File: src/rtl/bpu_pkg.sv
package bpu_pkg;

  localparam int WORD_W       = 32;
  localparam int CHAN_W       = 8;
  localparam int SH_W         = $clog2(WORD_W);
  localparam int NUM_CHAN     = 4;
  localparam int FIELD_STAGES = 3;
  localparam int DIV_STEPS    = WORD_W;
  localparam int PIPE_DEPTH   = FIELD_STAGES + DIV_STEPS;
  localparam int IDX_W        = 3;

  typedef enum logic [IDX_W-1:0] {
    REG_PIXEL_MODE = 3'd0,
    REG_RED_SEL    = 3'd1,
    REG_GREEN_SEL  = 3'd2,
    REG_BLUE_SEL   = 3'd3,
    REG_ALPHA_SEL  = 3'd4
  } cfg_reg_t;

  localparam logic MODE_BGR24  = 1'b0;
  localparam logic MODE_MASKED = 1'b1;

  localparam logic [WORD_W-1:0] RED_SEL_RST   = 32'h00ff_0000;
  localparam logic [WORD_W-1:0] GREEN_SEL_RST = 32'h0000_ff00;
  localparam logic [WORD_W-1:0] BLUE_SEL_RST  = 32'h0000_00ff;
  localparam logic [WORD_W-1:0] ALPHA_SEL_RST = 32'h0000_0000;
  localparam logic [CHAN_W-1:0] CHAN_FULL     = 8'hff;
  localparam logic [CHAN_W-1:0] CHAN_ZERO     = 8'h00;

  typedef struct packed {
    logic [WORD_W-1:0] num;
    logic [WORD_W-1:0] top;
  } div_req_t;

endpackage

File: src/rtl/bpu_field.sv
module bpu_field
  import bpu_pkg::*;
(
  input  logic              clk,
  input  logic              en,
  input  logic [WORD_W-1:0] word_i,
  input  logic [WORD_W-1:0] mask_i,
  input  logic              mode_i,
  input  logic [CHAN_W-1:0] byte_i,
  input  logic [CHAN_W-1:0] zero_i,
  output div_req_t          req_o
);

  logic [WORD_W-1:0] low_bit;
  logic [SH_W-1:0]   sh;
  logic              byp;
  logic [CHAN_W-1:0] byp_val;

  logic [WORD_W-1:0] wm_r;
  logic [WORD_W-1:0] mask_r;
  logic [SH_W-1:0]   sh_r;
  logic              byp1_r;
  logic [CHAN_W-1:0] val1_r;

  logic [WORD_W-1:0] field_r;
  logic [WORD_W-1:0] top_r;
  logic              byp2_r;
  logic [CHAN_W-1:0] val2_r;

  logic [WORD_W-1:0] num;
  div_req_t          req_nxt;
  div_req_t          req_r;

  // isolate lowest set bit, then encode the one-hot position
  always_comb begin
    low_bit = mask_i & (~mask_i + WORD_W'(1));
    sh      = '0;
    for (int i = 0; i < WORD_W; i++) begin
      if (low_bit[i]) begin
        sh = sh | SH_W'(i);
      end
    end
    byp     = (mode_i == MODE_BGR24) || (mask_i == '0);
    byp_val = (mode_i == MODE_MASKED) ? zero_i : byte_i;
  end

  always_ff @(posedge clk) begin
    if (en) begin
      wm_r   <= word_i & mask_i;
      mask_r <= mask_i;
      sh_r   <= sh;
      byp1_r <= byp;
      val1_r <= byp_val;
    end
  end

  always_ff @(posedge clk) begin
    if (en) begin
      field_r <= wm_r >> sh_r;
      top_r   <= mask_r >> sh_r;
      byp2_r  <= byp1_r;
      val2_r  <= val1_r;
    end
  end

  // value*255 + top/2, wrapped to the word width; a bypass passes the byte over 1
  always_comb begin
    num = {field_r[WORD_W-CHAN_W-1:0], CHAN_W'(0)} - field_r + (top_r >> 1);
    if (byp2_r) begin
      req_nxt.num = WORD_W'(val2_r);
      req_nxt.top = WORD_W'(1);
    end else begin
      req_nxt.num = num;
      req_nxt.top = top_r;
    end
  end

  always_ff @(posedge clk) begin
    if (en) begin
      req_r <= req_nxt;
    end
  end

  assign req_o = req_r;

endmodule

File: config.mk
export PLATFORM = sky130hd
export DESIGN_NAME = bpu_field
export DESIGN_NICKNAME = d
export VERILOG_FILES = /design/src/rtl/bpu_pkg.sv /design/src/rtl/bpu_field.sv
export SDC_FILE = /design/constraint.sdc
export NUM_CORES = 1
export LEC_CHECK = 0
export ABC_AREA = 1
export BUFFER_PORTS_ARGS = -buffer_cell sky130_fd_sc_hd__buf_2
export CAP_MARGIN = 30
export CORE_UTILIZATION = 35
export DETAILED_ROUTE_END_ITERATION = 16
export REMOVE_ABC_BUFFERS = 1
export SLEW_MARGIN = 20
export SYNTH_ARGS = -nofsm -noshare
export SYNTH_HDL_FRONTEND = slang
export SYNTH_SLANG_ARGS = --single-unit
File: constraint.sdc
create_clock -name clk -period 3.45 [get_ports clk]
set_clock_uncertainty 0.1 [all_clocks]
set_input_delay 0 -clock clk [delete_from_list [all_inputs] [get_ports clk]]
set_output_delay 0 -clock clk [all_outputs]
set_load 0.02 [all_outputs]
### After elaboration in Yosys (flattened, before gate mapping)

Index checks and enable logic that the tools add are counted.

| word-level totals | value |
|---|---|
| bits in registers | 215 |
| bits in latches | 0 |
| memory bits (writable) | 0 |
| bits in read-only memories | 0 |
| input port bits | 83 |
| output and inout bits | 64 |
| memories kept | 0 |

| cells by class | value |
|---|---|
| $add $sub $neg | 3 |
| $mul | 0 |
| divide/modulo/power cells | 0 |
| magnitude comparators | 0 |
| equal/unequal tests | 0 |
| shifts and indexed selects | 2 |
| multiplexer cells | 31 |
| bitwise gates (word level) | 4 |
| reductions and logical operators | 6 |

Operators by type and width:

| kind | count |
|---|---|
| two-way mux 5 bit | 14 |
| AND 32 bit | 2 |
| >> shifter 32 x 5 -> 32 bit | 2 |
| two-way mux 40 bit | 1 |
| adder 32 x 1 -> 32 bit, second input constant | 1 |
| adder 32 x 31 -> 32 bit | 1 |
| logical NOT 32 bit | 1 |
| two-way mux 4 bit | 8 |
| NOT 32 bit | 1 |
| subtractor 32 bit | 1 |
| OR reduction 16 bit | 1 |
| two-way mux 3 bit | 4 |
| two-way mux 8 bit | 1 |
| OR reduction 8 bit | 1 |
| two-way mux 2 bit | 2 |
| OR reduction 4 bit | 1 |
| OR reduction 2 bit | 1 |
| logical OR 1 bit | 1 |
| two-way mux 1 bit | 1 |
| NOT 1 bit | 1 |

### Longest topological paths before layout

| depth | value |
|---|---|
| word-level depth | 32 |
| depth in mapped cells | 15 |
| gate-level depth less buffers | 15 |

### Least setup slack after synthesis

No wires, ideal clock.

| timing | value |
|---|---|
| kind | reg2reg |
| from | register field_r[12] |
| to | register req_r (netlist bit req_o[63]), data pin |
| library setup time | 0.255 ns |
| data arrival time | 2.049 ns |
| required time | 3.095 ns |
| path slack | 1.046 ns |
| cell stages (with the launch flop) | 12 |
| buffers on the path | 0 |
| cell sequence | edfxtp_1 -> fa_1 -> inv_1 -> ha_1 -> nand2_1 -> nor2_1 -> and2_1 -> nand2_1 -> nand2_1 -> nand2_1 -> a21oi_1 -> nor2_1 |

| on the way | value |
|---|---|
| cells in the longest elaborated chain, start to end | 2 |

Ends and longest elaborated chain:

| item | line | text |
|---|---|---|
| start, declared | bpu_field.sv:25 | `logic [WORD_W-1:0] field_r;` |
| start signal, assigned | bpu_field.sv:59 | `field_r <= wm_r >> sh_r;` |
| subtractor 32 bit | bpu_field.sv:68 | `num = {field_r[WORD_W-CHAN_W-1:0], CHAN_W'(0)} - field_r + (top_r >> 1);` |
| adder 32 x 31 -> 32 bit | bpu_field.sv:68 |  |
| end signal, assigned | bpu_field.sv:80 | `req_r <= req_nxt;` |
| end, declared | bpu_field.sv:32 | `div_req_t req_r;` |

Every way passes these cells.
A chain may end at the register's enable or synchronous reset.

### Worst setup path in the final report

| timing | value |
|---|---|
| from | register field_r[12] |
| to | register req_r (netlist bit req_o[56]), data pin |

Same word-level chain as after synthesis.

==> impl_metrics.toml <==
[die]
fp-row-count = 74
initial_core_util = 0.355
die_area_sq_um = 42400
coreArea_sq_um = 40900
pin_count = 147
die_h_um = 206
die_w_um = 206

[min_path]
hold_class = "primary input to register"

[grt]
grt_pass1_vias = 12500
grt-ovfl-total = 0
grt_pass1_wl_um = 69500
grt_max_degree = 66
antenna_found_initial = 0
grtUsageTotal = 0.214

[critical_path]
crit_required_ps = 3670
cp.arrival_ps = 3090
end_kind = "register"
critPathKind = "register to register"
slowest_stage = "fa_1"
critPathMaxFanout = 5
crit_chain = "inv_1 > fa_1 > inv_1 > ha_1 > nand2_1 > nor2_1 > nand2_1 > inv_1 > nand3_1 > nand3_1 > nand2_1 > inv_1 > nor2_1"
critical-path-max-stage-delay_ps = 550
startpoint_type = "register"
cpMostUsedCell = "inv_1"

[yosys]
synth_top_area_share = 0.444
seq_area_frac_synth = 0.444
synth.avg_cell_area_sq_um = 7.75
synth.distinct_cells = 44
syn-instance-count = 1876
ys_top_cells_by_area = "edfxtp_1 44%, nand2_1 15%, nand3_1 8.3%, inv_1 7.3%, nor2_1 5.0%"
yosys_warnings = 0
synth_seq_cells = 215
yosysTopAreaCell = "edfxtp_1"
syn_area_sq_um = 14500

[routing]
wl_per_cell_um = 16.9
drc = 0
vias_per_cell = 4.90
postRouteAntennaNets = 0
dr.pass1.iters = 6
drt-total-wl_um = 45000
drt_iter0_drc = 1173
vias = 13000

[run]
maxCapViolCount = 0

[timing]
finalCritPeriodShare = 0.831
setup_violations = 0
max_freq_mhz = 349
tns_ps = 0
grt_setup_unrepaired = "false"
finalHoldViolCount = 0
worst_slack_ps = 584
slew_headroom = 0.428
slew_violations = 0
tightest_slew_ps = 858
period_minus_slack_ps = 2870

[final_layout]
synthToLayoutAreaGrowth_pct = 22.1
fill_cells = 4140
drive_above_1_share = 0.119
layout.nets = 2255
n_antenna_cell = 0
multi_input_area_sq_um = 6610
layout.area.seq_sq_um = 6460

[placement]
hpwl_um = 34100
numPortBuffers = 146
place_ws_ps = 537
finalWeightedCongestion = 0.884

[clocking]
cts.sinks = 215
cts_tree = "built"
clk_latency_ps = 550
cts_setup_buffers = 0
cts_hold_buf = 112
clock_tree.root_cell = "clkbuf_16"
clkTransAtPathRegs_ps = 70
cts_resized = 0
clock_path_buffers = 3
h-tree-depth = 1
cts_buffers = 26

[outcome]
status = "finished, final reports clean"

[power]
p_leak_nw = 8.44
powerDensity_nw_per_um2 = 505
ir_drop_v = 0.000389
==> through the flow <==
| step | cells | utilization | hold slack (ps) | power, W | area [sq um] |
|---|---|---|---|---|---|
| 2_1_floorplan | 1806 | - | -1.13 | 0.00510 | 14100 |
| 4_1_cts | 2660 | 0.434 | 146 | 0.00904 | 17700 |
| 3_5_place_dp | 2501 | 0.384 | 163 | 0.00602 | 15700 |
| 3_3_place_gp | 2501 | 0.384 | 165 | 0.00601 | 15700 |
| 6_report | 2661 | 0.434 | 156 | 0.00897 | 17800 |
| 5_1_grt | 2661 | 0.434 | 166 | 0.00949 | 17800 |
==> worst paths after layout <==
kind                from    endpoint  slack, ps  cells after the start
min reg2reg    val1_r[0]   val2_r[0]        320                      0
max reg2reg  field_r[12]   req_o[56]        580                     13
max          field_r[12]   req_o[56]        580                     13
min           mask_i[31]  mask_r[31]        160                      2
==> where the power goes <==
group,total (W),internal [W],switching (W)
clock network,0.00290,0.00177,0.00113
registers,0.00330,0.00319,0.000110
logic,0.00277,0.000933,0.00184
==> registers in the layout, indices dropped and copies added, names as in the netlist <==
signal	count
mask_r	32
val2_r	8
byp1_r	1
wm_r	32
top_r	32
field_r	32
val1_r	8
sh_r	5
req_o	64
byp2_r	1
==> cells in the final DEF, fill, tap and decap left out, drive strengths merged, types with 6 or more instances in the layout <==
cell           n
nand2        567
o21ai         80
or2           19
fa            24
a21oi         44
dlygate4sd3  112
inv          289
mux2i         13
and2          21
nand3        243
clkbuf        29
a31oi          6
ha            38
mux2           8
edfxtp       215
nor2         194
clkinv         7
nor3          17
buf          163
nand4         10
==> cell type report <==
type / count / share of cell area
multi-input combinational: 1305 / 0.372
timing repair buffer: 276 / 0.114
clock buffer: 28 / 0.0371
sequential: 215 / 0.364
tap: 532 / 0.0375
clock inverter: 19 / 0.0144
inverter: 286 / 0.0609
==> worst max-delay path, delay by kind of cell, from the launching register on <==
family                     cells  cell delay [ps]
buffers and inverters          4              330
and+or+nand+nor                7              820
DFF                            1              390
adders and majority gates      2             1000
==> synth_stat cells, drive strengths merged <==
cell	n
nor3b	1
xnor2	3
inv	286
a21oi	44
o211ai	3
o21a	1
fa	24
nor2	194
nand4	10
xor2	1
buf	48
nand2	567
nand3	243
o31ai	2
nor3	17
nor4	1
and2	21
nand3b	2
a21o	2
ha	38
clkbuf	22
mux2	8
edfxtp	215
mux2i	13
a31oi	6
or2	19
o21bai	5
o21ai	80
==> cell families (layout without fill, tap and decap cells) <==
| kind of cell | after synthesis | in the layout | share of synthesized area |
|---|---|---|---|
| flip-flops | 215 | 215 | 0.444 |
| adder cells (fa/ha/maj) | 62 | 62 | 0.0657 |
| multiplexers | 21 | 21 | 0.0177 |
| buffers and inverters | 356 | 609 | 0.101 |
| AND/OR/NAND/NOR | 1075 | 1075 | 0.312 |
| XOR/XNOR | 4 | 4 | 0.00241 |
| AO/OA/AOI/OAI | 143 | 143 | 0.0564 |
==> layer usage <==
layer | share of wire | vias to the layer above | track usage | wire length (um)
met3 | 0.046 | 81 | 0.0223 | 2050
met2 | 0.49 | 441 | 0.379 | 22100
met1 | 0.43 | 5999 | 0.274 | 19500
li1 | - | 6510 | - | -
met5 | 0 | - | 0 | 0
met4 | 0.029 | 0 | 0.0601 | 1320
Note: power is estimated with default switching activity, not from simulation.
