==> src/rtl/bpu_pkg.sv <==
package bpu_pkg;

  localparam int WORD_W       = 32;
  localparam int CHAN_W       = 8;
  localparam int SH_W         = $clog2(WORD_W);
  localparam int NUM_CHAN     = 4;
  localparam int FIELD_STAGES = 3;
  localparam int DIV_STEPS    = WORD_W;
  localparam int PIPE_DEPTH   = FIELD_STAGES + DIV_STEPS;
  localparam int IDX_W        = 3;

  typedef enum logic [IDX_W-1:0] {
    REG_PIXEL_MODE = 3'd0,
    REG_RED_SEL    = 3'd1,
    REG_GREEN_SEL  = 3'd2,
    REG_BLUE_SEL   = 3'd3,
    REG_ALPHA_SEL  = 3'd4
  } cfg_reg_t;

  localparam logic MODE_BGR24  = 1'b0;
  localparam logic MODE_MASKED = 1'b1;

  localparam logic [WORD_W-1:0] RED_SEL_RST   = 32'h00ff_0000;
  localparam logic [WORD_W-1:0] GREEN_SEL_RST = 32'h0000_ff00;
  localparam logic [WORD_W-1:0] BLUE_SEL_RST  = 32'h0000_00ff;
  localparam logic [WORD_W-1:0] ALPHA_SEL_RST = 32'h0000_0000;
  localparam logic [CHAN_W-1:0] CHAN_FULL     = 8'hff;
  localparam logic [CHAN_W-1:0] CHAN_ZERO     = 8'h00;

  typedef struct packed {
    logic [WORD_W-1:0] num;
    logic [WORD_W-1:0] top;
  } div_req_t;

endpackage

==> src/rtl/bpu_div.sv <==
module bpu_div
  import bpu_pkg::*;
(
  input  logic              clk,
  input  logic              en,
  input  div_req_t          req_i,
  output logic [CHAN_W-1:0] quot_o
);

  logic [WORD_W-1:0] rem_r [DIV_STEPS];
  logic [WORD_W-1:0] num_r [DIV_STEPS];
  logic [WORD_W-1:0] top_r [DIV_STEPS];
  logic [CHAN_W-1:0] quo_r [DIV_STEPS];

  // one restoring step per stage, keep only the low quotient bits
  for (genvar s = 0; s < DIV_STEPS; s++) begin : g_step
    logic [WORD_W-1:0] rem_in;
    logic [WORD_W-1:0] num_in;
    logic [WORD_W-1:0] top_in;
    logic [CHAN_W-1:0] quo_in;
    logic [WORD_W:0]   part;
    logic [WORD_W:0]   diff;
    logic              ge;

    if (s == 0) begin : g_first
      assign rem_in = '0;
      assign num_in = req_i.num;
      assign top_in = req_i.top;
      assign quo_in = '0;
    end else begin : g_next
      assign rem_in = rem_r[s-1];
      assign num_in = num_r[s-1];
      assign top_in = top_r[s-1];
      assign quo_in = quo_r[s-1];
    end

    always_comb begin
      part = {rem_in, num_in[WORD_W-1]};
      diff = part - {1'b0, top_in};
      ge   = !diff[WORD_W];
    end

    always_ff @(posedge clk) begin
      if (en) begin
        rem_r[s] <= ge ? diff[WORD_W-1:0] : part[WORD_W-1:0];
        num_r[s] <= {num_in[WORD_W-2:0], 1'b0};
        top_r[s] <= top_in;
        quo_r[s] <= {quo_in[CHAN_W-2:0], ge};
      end
    end
  end

  assign quot_o = quo_r[DIV_STEPS-1];

endmodule

==> config.mk <==
export PLATFORM = sky130hd
export DESIGN_NAME = bpu_div
export DESIGN_NICKNAME = d
export VERILOG_FILES = /design/src/rtl/bpu_pkg.sv /design/src/rtl/bpu_div.sv
export SDC_FILE = /design/constraint.sdc
export NUM_CORES = 2
export LEC_CHECK = 0
export BUFFER_PORTS_ARGS = -buffer_cell sky130_fd_sc_hd__buf_2
export CORE_UTILIZATION = 45
export CTS_CLUSTER_SIZE = 24
export DETAILED_ROUTE_END_ITERATION = 7
export HOLD_SLACK_MARGIN = 0.05
export PLACE_DENSITY = 0.58
export SLEW_MARGIN = 20
export SYNTH_ARGS = -nofsm -noshare
export SYNTH_HDL_FRONTEND = slang
export SYNTH_SLANG_ARGS = --single-unit
==> constraint.sdc <==
create_clock -name clk -period 4.7 [get_ports clk]
set_input_delay 1.41 -clock clk [delete_from_list [all_inputs] [get_ports clk]]
set_output_delay 1.41 -clock clk [all_outputs]
set_load 0.05 [all_outputs]
== Word-level counts from Yosys, hierarchy flattened ==
Memories as Yosys holds them, arrays and structs flattened.
Cells that the tools add are included.
Cells by class
  $add $sub $neg: 32
  multiply operators: 0
  div/mod/pow operators: 0
  order comparisons: 0
  eq/ne operators: 0
  shift operators: 0
  mux-type cells: 34
  bitwise gates (word level): 0
  reduce and logical (&&, ||, !) cells: 32
Operators by type and width (count)
  $mux 32: 32
  $sub 33x32->33: 31
  $sub 1x32->33: 1
  $logic_not 1->1: 32
  $mux 1: 2
Storage, ports and cells
  register bits: 0
  latch bits: 0
  bits in writable memories: 3296
  bits in read-only memories: 0
  input port bits: 66
  output and inout port bits: 8
  word-level logic and storage cells: 102
  memories: 4
Memory list
  rem_r: depth 32, width 32, rd ports 31, clocked after Yosys merged registers in 0, wr ports 32, RTL line bpu_div.sv:10  | logic [WORD_W-1:0] rem_r [DIV_STEPS];
  top_r: depth 32, width 32, rd ports 31, clocked after Yosys merged registers in 0, wr ports 32, RTL line bpu_div.sv:12  | logic [WORD_W-1:0] top_r [DIV_STEPS];
  num_r: depth 32, width 31, rd ports 31, clocked after Yosys merged registers in 0, wr ports 32, RTL line bpu_div.sv:11  | logic [WORD_W-1:0] num_r [DIV_STEPS];
  quo_r: depth 32, width 8, rd ports 32, clocked after Yosys merged registers in 0, wr ports 32, RTL line bpu_div.sv:13  | logic [CHAN_W-1:0] quo_r [DIV_STEPS];

== Logic depth before layout (Yosys ltp) ==
An unclocked memory read counts as a cell.
  depth in word-level cells: 3
  depth in mapped cells: 16
  depth with buffers taken out: 14

== Least setup slack after synthesis ==
Ideal clock, no wire load.
  path kind: reg2reg
  start: memory top_r[5][0], in the netlist top_r[0][160]
  end: memory rem_r[6][23], in the netlist rem_r[0][215], data pin
  library setup time: 0.260 ns
  data arrival time: 3.427 ns
  data required time: 4.440 ns
  path slack: 1.013 ns
  stages on the path, launching flop included: 15
  buffers on the path: 1
  clock period less this slack: 3.687 ns
  cells stage by stage: edfxtp_1 -> ha_1 -> fa_1 -> nor2b_1 -> o21ai_0 -> a21boi_0 -> o221ai_1 -> a21oi_1 -> a21oi_1 -> o31a_1 -> o21ai_1 -> a21oi_1 -> xor2_1 -> buf_2 -> mux2_2
RTL lines (RTL line)
  start: declaration: bpu_div.sv:12
  end: declaration: bpu_div.sv:10

==> run_summary.xml <==
<?xml version="1.0" encoding="UTF-8"?>
<metrics>
  <group name="status">
    <metric name="outcome" unit="">complete, no violations</metric>
  </group>
  <group name="yosys">
    <metric name="netlist_instances" unit="">11258</metric>
    <metric name="synth_area" unit="µm²">138300</metric>
    <metric name="postSynth.topFlopCell" unit="">sky130_fd_sc_hd__edfxtp_1</metric>
    <metric name="synth_sequential_area_ratio" unit="%">54.61</metric>
    <metric name="area_share_of_xor_xnor_cells_in_the_synthesized_design" unit="%">5.249</metric>
    <metric name="synth-warning-count" unit="">0</metric>
    <metric name="synth_seq_cells" unit="">2516</metric>
    <metric name="main_combinational_cell_family_by_area_after_synthesis" unit="">compound AO/OA/AOI/OAI gates</metric>
    <metric name="post_synth_fa_ha_maj_area_fraction" unit="%">9.415</metric>
    <metric name="synth_compound_gate_area_share" unit="%">12.63</metric>
    <metric name="post_synth.cell_area_avg" unit="µm²">12.29</metric>
    <metric name="number_of_enable_flip_flop_cells_after_synthesis" unit="">2516</metric>
    <metric name="async_flop_share" unit="%">0</metric>
    <metric name="netlist-cell-type-count" unit="">106</metric>
    <metric name="synth.area.mux_share" unit="%">7.359</metric>
    <metric name="post_synth_and_or_nand_nor_area_fraction" unit="%">6.599</metric>
  </group>
  <group name="clock_tree">
    <metric name="cts_made_buffers" unit="">292</metric>
    <metric name="clockRootBuffer" unit="">sky130_fd_sc_hd__clkbuf_16</metric>
    <metric name="cts.reportedPaths.clkPinSlew" unit="ps">60</metric>
    <metric name="clock_tree.htree_level_count" unit="">5</metric>
    <metric name="clk_path_buf_depth" unit="">4</metric>
    <metric name="postCtsSetupBuffers" unit="">0</metric>
    <metric name="clock_sinks" unit="">2516</metric>
    <metric name="tritoncts" unit="">built</metric>
    <metric name="worst_skew_pair.late_latency" unit="ps">890</metric>
  </group>
  <group name="die">
    <metric name="die-area" unit="µm²">309600</metric>
    <metric name="boundaryPins" unit="">74</metric>
    <metric name="area_of_the_core" unit="µm²">305800</metric>
    <metric name="fp.dieW" unit="µm">556.5</metric>
    <metric name="fp-row-count" unit="">203</metric>
    <metric name="start_util" unit="%">45.24</metric>
    <metric name="dieHeight" unit="µm">556.5</metric>
  </group>
  <group name="finish">
    <metric name="finish.net_count" unit="">12653</metric>
    <metric name="final_layout_size_suffix_gt1_share" unit="%">13.31</metric>
    <metric name="layout.cells.most_common_list" unit="">sky130_fd_sc_hd__edfxtp_1 (2516), sky130_fd_sc_hd__inv_1 (1219), sky130_fd_sc_hd__ha_1 (993)</metric>
    <metric name="mostFrequentLayoutCell" unit="">sky130_fd_sc_hd__edfxtp_1</metric>
    <metric name="area_overhead_of_the_layout_relative_to_synthesis" unit="%">11.67</metric>
  </group>
  <group name="power_and_ir_drop">
    <metric name="vdd.ir_drop.worst" unit="V">0.0004794</metric>
    <metric name="power_density_over_the_cells" unit="nW/µm²">758.5</metric>
    <metric name="leakage" unit="µW">0.06311</metric>
  </group>
  <group name="sta">
    <metric name="worst-slew-pin-transition" unit="ps">1111</metric>
    <metric name="finalMaxSlewViolations" unit="">0</metric>
    <metric name="grt_setup_unrepaired" unit="">no</metric>
    <metric name="relSlewSlack" unit="%">23.99</metric>
    <metric name="worst_hold_slack" unit="ps">392.6</metric>
    <metric name="achievable-frequency" unit="MHz">223.9</metric>
    <metric name="finalCriticalPeriod" unit="ps">4467</metric>
    <metric name="timing.final.hold_violations" unit="">0</metric>
    <metric name="finalSetupViolCount" unit="">0</metric>
    <metric name="setup_tns" unit="ps">0</metric>
    <metric name="fin_crit_sh" unit="%">95.04</metric>
    <metric name="worst_clock_skew" unit="ps">29.89</metric>
  </group>
  <group name="critical_path">
    <metric name="worst-endpoint-required" unit="ps">5350</metric>
    <metric name="endpoint_kind" unit="">register</metric>
    <metric name="cp_data_arrival_time" unit="ps">5110</metric>
    <metric name="start_kind" unit="">register</metric>
    <metric name="critical_path_class" unit="">reg2reg</metric>
    <metric name="crit_fanout" unit="">39</metric>
  </group>
  <group name="grt">
    <metric name="first_global_vias" unit="">85338</metric>
    <metric name="antenna_violations_before_repair" unit="">8</metric>
    <metric name="global_route_wire_length_before_repair" unit="µm">477300</metric>
    <metric name="grt_remaining_overflow" unit="">0</metric>
    <metric name="grtUsageTotal" unit="%">19.21</metric>
    <metric name="pin_count_of_the_biggest_net_entering_global_routing" unit="">93</metric>
  </group>
  <group name="detailed_routing">
    <metric name="dr.pass1.iters" unit="">6</metric>
    <metric name="drcViolationCount" unit="">0</metric>
    <metric name="drt_first_iter_violations" unit="">5921</metric>
    <metric name="via_per_inst" unit="">5.440</metric>
    <metric name="finalWirelength" unit="µm">302900</metric>
    <metric name="wire_per_inst" unit="µm">19.06</metric>
    <metric name="detail-route-antenna-nets" unit="">0</metric>
    <metric name="vias" unit="">86462</metric>
  </group>
  <group name="placed_design">
    <metric name="buffer_ports.inserted" unit="">73</metric>
    <metric name="dp.final_hpwl" unit="µm">225600</metric>
    <metric name="gp_congestion" unit="">0.8886</metric>
  </group>
  <group name="flow_run">
    <metric name="drv_cap" unit="">0</metric>
  </group>
  <group name="worst_hold_path">
    <metric name="worst_hold_path_type" unit="">reg2reg</metric>
  </group>
</metrics>
-- kinds of logic (layout without fill, tap and decap cells) --
group | Yosys count | in the layout
compound gates | 2686 | 2686
xor+xnor | 823 | 823
fa+ha+maj | 1023 | 1023
buf+inv | 1442 | 1963
flops | 2516 | 2516
mux | 882 | 882
other cells | 1 | 17
simple gates | 1885 | 1885
-- worst paths after layout --
| check | startpoint | endpoint | slack (ps) | cells past startpoint |
|---|---|---|---|---|
| setup reg to reg | top_r[1][224] | rem_r[1][264] | 230 | 13 |
| hold reg to reg | num_r[0][239] | num_r[0][271] | 390 | 0 |
| setup / recovery | top_r[1][224] | rem_r[1][264] | 230 | 13 |
| hold / removal | num_r[0][239] | num_r[0][271] | 390 | 0 |
-- synthesized netlist by cell type (26+ instances only) --
master / n / share of area, %
sky130_fd_sc_hd__mux2_4: 91 / 0.99
sky130_fd_sc_hd__mux2_2: 696 / 5.7
sky130_fd_sc_hd__and3_1: 70 / 0.32
sky130_fd_sc_hd__o21bai_1: 84 / 0.46
sky130_fd_sc_hd__a31oi_1: 128 / 0.58
sky130_fd_sc_hd__edfxtp_1: 2516 / 55
sky130_fd_sc_hd__a211oi_1: 58 / 0.31
sky130_fd_sc_hd__nand4_1: 94 / 0.43
sky130_fd_sc_hd__a221oi_1: 28 / 0.18
sky130_fd_sc_hd__buf_2: 48 / 0.17
sky130_fd_sc_hd__o21a_1: 135 / 0.73
sky130_fd_sc_hd__a21o_1: 466 / 2.5
sky130_fd_sc_hd__nand2b_1: 121 / 0.55
sky130_fd_sc_hd__xnor2_1: 524 / 3.3
sky130_fd_sc_hd__clkbuf_1: 121 / 0.33
sky130_fd_sc_hd__nand2_1: 497 / 1.3
sky130_fd_sc_hd__a211o_1: 32 / 0.20
sky130_fd_sc_hd__o21ai_0: 479 / 1.7
sky130_fd_sc_hd__nand3_1: 156 / 0.56
sky130_fd_sc_hd__a21boi_0: 35 / 0.19
sky130_fd_sc_hd__mux2i_1: 75 / 0.54
sky130_fd_sc_hd__o211ai_1: 34 / 0.18
sky130_fd_sc_hd__nor3_1: 65 / 0.24
sky130_fd_sc_hd__nor4_1: 26 / 0.12
sky130_fd_sc_hd__a21oi_1: 824 / 3.0
sky130_fd_sc_hd__xor2_1: 292 / 1.8
sky130_fd_sc_hd__or3_1: 47 / 0.21
sky130_fd_sc_hd__o31ai_1: 57 / 0.31
sky130_fd_sc_hd__inv_1: 1219 / 3.3
sky130_fd_sc_hd__nor2_1: 522 / 1.4
sky130_fd_sc_hd__fa_1: 30 / 0.43
sky130_fd_sc_hd__nor2b_1: 142 / 0.64
sky130_fd_sc_hd__o31a_1: 34 / 0.22
sky130_fd_sc_hd__and2_1: 48 / 0.22
sky130_fd_sc_hd__ha_1: 993 / 9.0
-- cell type report --
| class | instances | area [µm²] |
|---|---|---|
| repair buffers | 221 | 2317 |
| flip-flops and latches | 2516 | 75550 |
| multi-input cells | 7314 | 57440 |
| clock buffers | 344 | 7566 |
| well taps | 4100 | 5130 |
| clock inverters | 179 | 1893 |
| fillers | 26397 | 151300 |
| diodes | 2 | 5.005 |
| inverters | 1219 | 4576 |
-- metal layers --
layer	share of wire [%]	vias to the layer above	global-route usage [%]	wire (µm)
li1	-	42248	-	-
met4	2.3	4	4.783	6849
met1	46	41967	26.22	138400
met5	0.0086	-	0	26
met3	4.3	456	2.525	13070
met2	48	1787	32.27	144600
-- power by group --
group	internal [µW]	switching (µW)
combinational	27900	28700
sequential	33800	4090
clock	13300	9330
total	75000	42200
-- sequential cells by signal, summed over array words and instances, names as in the netlist --
name,flops
top_r,992
quo_r,36
num_r,496
rem_r,992
-- critical path: stages (launching register included) --
cell and delay [ps]:
sky130_fd_sc_hd__edfxtp_1 390, sky130_fd_sc_hd__ha_1 230, sky130_fd_sc_hd__fa_1 410, sky130_fd_sc_hd__nor2b_1 140
sky130_fd_sc_hd__o21ai_0 110, sky130_fd_sc_hd__a21boi_0 380, sky130_fd_sc_hd__o221ai_1 300, sky130_fd_sc_hd__a211oi_1 640
sky130_fd_sc_hd__o21ai_0 310, sky130_fd_sc_hd__a21oi_1 300, sky130_fd_sc_hd__o31ai_1 160, sky130_fd_sc_hd__xnor2_2 190
sky130_fd_sc_hd__buf_12 250, sky130_fd_sc_hd__mux2_2 360
-- stage by stage --
stage	cell area [µm²]	total power, µW	worst slack [ps]	cells	utilization [%]
finish	154500	117200	233.3	15895	50.52
global route	154500	125100	4.936	15894	50.51
CTS	154500	118100	290.1	15893	50.51
detailed placement	145000	94520	318.8	15370	47.42
global placement	145000	93500	396.1	15370	47.42
floorplan	138400	80770	1013	11272	-
-- timing repair --
item / CTS / global route
hold buffers: 0 / 0
endpoints found under the setup margin: 0 / 2
resized for setup: 0 / 1
endpoints found under the hold margin: 0 / 0
Power figures use the tool's default switching activity.
